File: src/design/tcws_pkg.sv
// Shared types and constants of the text console writer
package tcws_pkg;

  // Payload field widths
  localparam int unsigned IdxW  = 11;
  localparam int unsigned ByteW = 8;

  // Blank cell: space, white on black
  localparam logic [ByteW-1:0] BLANK_CHAR   = 8'h20;
  localparam logic [ByteW-1:0] BLANK_ATTR   = 8'h0F;
  localparam logic [ByteW-1:0] NEWLINE_CODE = 8'h0A;

  // Command codes
  typedef enum logic [1:0] {
    CMD_PUT   = 2'd0,
    CMD_CLEAR = 2'd1,
    CMD_READ  = 2'd2
  } cmd_e;

  // Input item
  typedef struct packed {
    logic [1:0]       cmd;
    logic [ByteW-1:0] char_code;
    logic [ByteW-1:0] attr;
    logic [IdxW-1:0]  cell_index;
  } in_item_t;

  // Result item
  typedef struct packed {
    logic [IdxW-1:0]  cursor_pos;
    logic [ByteW-1:0] cell_char;
    logic [ByteW-1:0] cell_attr;
    logic             scrolled;
  } out_item_t;

  // Controller states
  typedef enum logic [3:0] {
    ST_INIT,
    ST_IDLE,
    ST_DISPATCH,
    ST_PUT,
    ST_READ,
    ST_COPY,
    ST_DRAIN,
    ST_BLANK,
    ST_CLEAR,
    ST_DONE
  } state_e;

  // Datapath operations, one per cycle
  typedef enum logic [3:0] {
    DP_IDLE,
    DP_LOAD,
    DP_PUT,
    DP_READ,
    DP_COPY,
    DP_DRAIN,
    DP_BLANK,
    DP_CLEAR,
    DP_RESULT
  } dp_op_e;

  // Controller to datapath
  typedef struct packed {
    dp_op_e op;
  } dp_cmd_t;

  // Datapath to controller
  typedef struct packed {
    logic [1:0] item_cmd;   // command of the held item
    logic       wrap;       // put or newline would run past the last cell
    logic       copy_end;   // sweep is at the last cell to move up
    logic       sweep_end;  // sweep is at the last cell of the store
    logic       out_free;   // result register can take a result this cycle
  } dp_status_t;

endpackage

File: src/design/tcws_ctrl.sv
// Sequencer of the text console writer: picks one datapath operation per cycle
module tcws_ctrl
  import tcws_pkg::*;
(
  input  logic       clk_i,
  input  logic       rst_ni,
  input  logic       in_valid_i,
  input  dp_status_t status_i,
  output dp_cmd_t    cmd_o,
  output logic       in_stall_o
);

  state_e state_q, state_d;

  // State register
  always_ff @(posedge clk_i or negedge rst_ni) begin
    if (!rst_ni) begin
      state_q <= ST_INIT;
    end else begin
      state_q <= state_d;
    end
  end

  // Next state
  always_comb begin
    state_d = state_q;
    unique case (state_q)
      ST_INIT: begin
        if (status_i.sweep_end) state_d = ST_IDLE;
      end
      ST_IDLE: begin
        if (in_valid_i) state_d = ST_DISPATCH;
      end
      ST_DISPATCH: begin
        unique case (status_i.item_cmd)
          CMD_PUT:   state_d = ST_PUT;
          CMD_CLEAR: state_d = ST_CLEAR;
          CMD_READ:  state_d = ST_READ;
          default:   state_d = ST_DONE;
        endcase
      end
      ST_PUT: begin
        state_d = status_i.wrap ? ST_COPY : ST_DONE;
      end
      ST_READ: begin
        state_d = ST_DONE;
      end
      ST_COPY: begin
        if (status_i.copy_end) state_d = ST_DRAIN;
      end
      ST_DRAIN: begin
        state_d = ST_BLANK;
      end
      ST_BLANK: begin
        if (status_i.sweep_end) state_d = ST_DONE;
      end
      ST_CLEAR: begin
        if (status_i.sweep_end) state_d = ST_DONE;
      end
      ST_DONE: begin
        if (status_i.out_free) state_d = ST_IDLE;
      end
      default: state_d = ST_INIT;
    endcase
  end

  // Outputs
  always_comb begin
    cmd_o.op   = DP_IDLE;
    in_stall_o = 1'b1;
    unique case (state_q)
      ST_INIT:     cmd_o.op = DP_CLEAR;
      ST_IDLE: begin
        in_stall_o = 1'b0;
        if (in_valid_i) cmd_o.op = DP_LOAD;
      end
      ST_DISPATCH: cmd_o.op = DP_IDLE;
      ST_PUT:      cmd_o.op = DP_PUT;
      ST_READ:     cmd_o.op = DP_READ;
      ST_COPY:     cmd_o.op = DP_COPY;
      ST_DRAIN:    cmd_o.op = DP_DRAIN;
      ST_BLANK:    cmd_o.op = DP_BLANK;
      ST_CLEAR:    cmd_o.op = DP_CLEAR;
      ST_DONE: begin
        if (status_i.out_free) cmd_o.op = DP_RESULT;
      end
      default:     cmd_o.op = DP_IDLE;
    endcase
  end

endmodule

File: config.mk
export PLATFORM = sky130hd
export DESIGN_NAME = tcws_ctrl
export DESIGN_NICKNAME = d
export VERILOG_FILES = /design/src/design/tcws_pkg.sv /design/src/design/tcws_ctrl.sv
export SDC_FILE = /design/constraint.sdc
export NUM_CORES = 1
export LEC_CHECK = 0
export BUFFER_PORTS_ARGS = -buffer_cell sky130_fd_sc_hd__buf_4
export CAP_MARGIN = 0
export CORE_AREA = 8 8 45 47
export DETAILED_ROUTE_END_ITERATION = 10
export DIE_AREA = 0 0 53 55
export SLEW_MARGIN = 20
export SYNTH_ARGS = -nofsm -noshare
export SYNTH_HDL_FRONTEND = slang
export SYNTH_SLANG_ARGS = --single-unit
export TNS_END_PERCENT = 30
File: constraint.sdc
create_clock -name clk_i -period 1.95 [get_ports clk_i]
set_input_delay 0.195 -clock clk_i [delete_from_list [all_inputs] [get_ports clk_i]]
set_output_delay 0.195 -clock clk_i [all_outputs]
set_load 0.05 [all_outputs]
==> results.toml <==
[outcome]
status = "finished, final reports clean"

[cts]
postCtsSetupBuffers = 0
insertion_delay_ps = 230
clock_tree.root_cell = "clkbuf_4"
clock-sinks = 4
path_clk_slew_ps = 40
htreeDepth = 1
cts_buffers = 3
clockBufferDepth = 2
cts_tree = "yes"

[sta]
setup_viol = 0
setup_ws_ps = 173
skew_ps = 2.23
rsz0062_at_grt = "false"
fmax_mhz = 563
worst_pin_slew_ps = 515
min_period_ps = 1780
hold_viol_final = 0
fin_tns_setup_ps = 0
slew_violations = 0
max_slew_margin_pct = 65.7
fin_crit_sh_pct = 91.1

[grt]
antenna_found_initial = 0
grt_pass1_wl_um = 2090
grt_max_degree = 20
first_global_vias = 523
track_usage_pct = 9.36
grt-ovfl-total = 0

[place]
dp_slack_ps = 381
port_buffers = 13
gp_congestion = 0.704
dp_hpwl_um = 924
place_inst = 86
dpl_cell_area_um2 = 604

[cells_and_area]
area_growth_pct = 24.4
fin_cells = 90
finalNetCount = 89
post_route_cells_drive_above_1_share_pct = 29.7
largest_register = "state_q"
largest_register_ffs = 4
postLayoutCoreUtil_pct = 46.1
reg_top3 = "state_q (4)"
antenna_cells = 0
final_cell_area_um2 = 638

[critical_path]
start_kind = "flop"
worstSetupPathType = "reg -> out"
path_max_fanout = 16
critPathMaxStageDelay_ps = 560
required_ps = 1750
path_cells = "nand2b_1 > or3_1 > buf_4"
reg2regPathDepth = 3
worstPathArrival_ps = 1580
endpoint_kind = "output pin"
cpMaxStageDelayCell = "dfrtp_1"

[floorplan]
fp.dieH_um = 55
ioPinCount = 14
fp.coreArea_um2 = 1380
die_area_um2 = 2920
die_x_um = 53
rows = 14
initial_core_util_pct = 37.1

[logic_synthesis]
yosysTopAreaCell = "dfrtp_1"
synth_top_cell_area_share_pct = 19.5
synth_area_per_cell_um2 = 8.27
synthTopCellsByCount = "8 x nor2_1, 4 x a21oi_1, 4 x dfrtp_1, 4 x ha_1, 4 x nand2b_1"
synth_area_um2 = 513
synth_flop_cell = "dfrtp_1"
yosys-top-cells-area = "dfrtp_1 20%, ha_1 9.8%, nor2_1 5.9%"
syn_nets = 75
synth-seq-cells = 4
yosysWarnings = 0
synth.most_common_cell = "nor2_1"
syn-instance-count = 62
synth-edff-count = 0
yosys.cell_types.count = 33
synthArstFlopShare_pct = 100
ys_seq_area_share_pct = 19.5

[route]
routed_wl_um = 1200
vias_per_cell = 5.26
drt-initial-drc-count = 4
vias = 473
wl_per_cell_um = 13.3
drc = 0
postRouteAntennaNets = 0
drt_first_pass_iters = 2

[pwr]
p_sw_share_pct = 54.2
p_clk_share_pct = 10.2
p_switching_mw = 0.550
power_frac_seq_pct = 23.0
vdd_ir_drop_max_uv = 895
p_leak_nw = 0.280
pwr-share-comb_pct = 66.9
power_density_nw_per_um2 = 1590
p_int_mw = 0.465

[worst_hold_path]
hold_class = "in -> async"

[run]
cap_violations = 0
[metal layers]
layer  share of wire (%)  up-vias  global-route usage [%]
met2                  52        8                    17.6
met1                  46      222                    9.79
met4                   0        0                    3.88
met3                 2.5        0                    2.14
li1                    -      243                       -
met5                   0        -                       0
[cells by family (layout without fill, tap and decap cells)]
logic type               count (synthesis)  in the layout  share of synthesized area (%)
AO/OA/AOI/OAI                           19             19                           32.0
XOR/XNOR                                 1              1                           1.71
adder cells (fa/ha/maj)                  4              4                           9.76
buffers and inverters                    8             20                           8.78
flip-flops                               4              4                           19.5
multiplexers                             1              1                           1.95
AND/OR/NAND/NOR                         25             25                           26.3
[layout make-up]
type                       count  area [um^2]
clock buffer                   3         22.5
fill                         144          746
inverter                       3         11.3
multi-input combinational     50          375
sequential                     4          101
tap                           16         20.0
timing repair buffer          14          108
[final timing paths]
check                                       start                      to  slack [ps]
max in group asynchronous                  rst_ni  state_q[2]$_DFFE_PN0P_        1540
max                        state_q[1]$_DFFE_PN0P_              in_stall_o         170
min in group clk_i                    status_i[2]  state_q[2]$_DFFE_PN0P_         310
max reg2reg                state_q[1]$_DFFE_PN0P_  state_q[3]$_DFFE_PN0P_         460
min                                        rst_ni  state_q[3]$_DFFE_PN0P_         300
min reg2reg                state_q[3]$_DFFE_PN0P_  state_q[1]$_DFFE_PN0P_         650
[repair_timing]
| action | CTS | global route |
|---|---|---|
| hold buffers | 1 | 0 |
| setup endpoints to repair | 0 | 1 |
| gates resized for setup | 0 | 1 |
| hold endpoints to repair | 4 | 0 |
[through the flow]
stage / total power, mW / hold WS [ps]
final: 1.01 / 303
after global routing: 1.11 / 291
after CTS: 1.03 / 280
after detailed placement: 0.917 / -7.75
after global placement: 0.911 / -8.76
after floorplan: 0.771 / -101
[power groups by stage]
| stage | registers, mW | clock network (mW) | logic [mW] |
|---|---|---|---|
| 2_1_floorplan | 0.137 | 0 | 0.634 |
| 3_3_place_gp | 0.235 | 0 | 0.676 |
| 3_5_place_dp | 0.235 | 0 | 0.682 |
| 4_1_cts | 0.234 | 0.108 | 0.687 |
| 5_1_grt | 0.253 | 0.116 | 0.736 |
| 6_report | 0.233 | 0.103 | 0.679 |
[placed cells by master (no fill, tap or decap), types with 3 or more instances in the layout]
| cell type | n |
|---|---|
| a21oi_1 | 4 |
| buf_4 | 13 |
| clkbuf_4 | 3 |
| dfrtp_1 | 3 |
| ha_1 | 4 |
| inv_1 | 3 |
| nand2_1 | 3 |
| nand2b_1 | 4 |
| nor2_1 | 8 |
| nor2b_1 | 3 |
| o21ai_0 | 3 |
[worst max-delay path: cells and delay by family, from the launching register on]
family / cells / cell delay [ps]
buffers and inverters: 1 / 200
flip-flops: 1 / 560
AND/OR/NAND/NOR: 2 / 590
(Power assumes the default switching activity.)
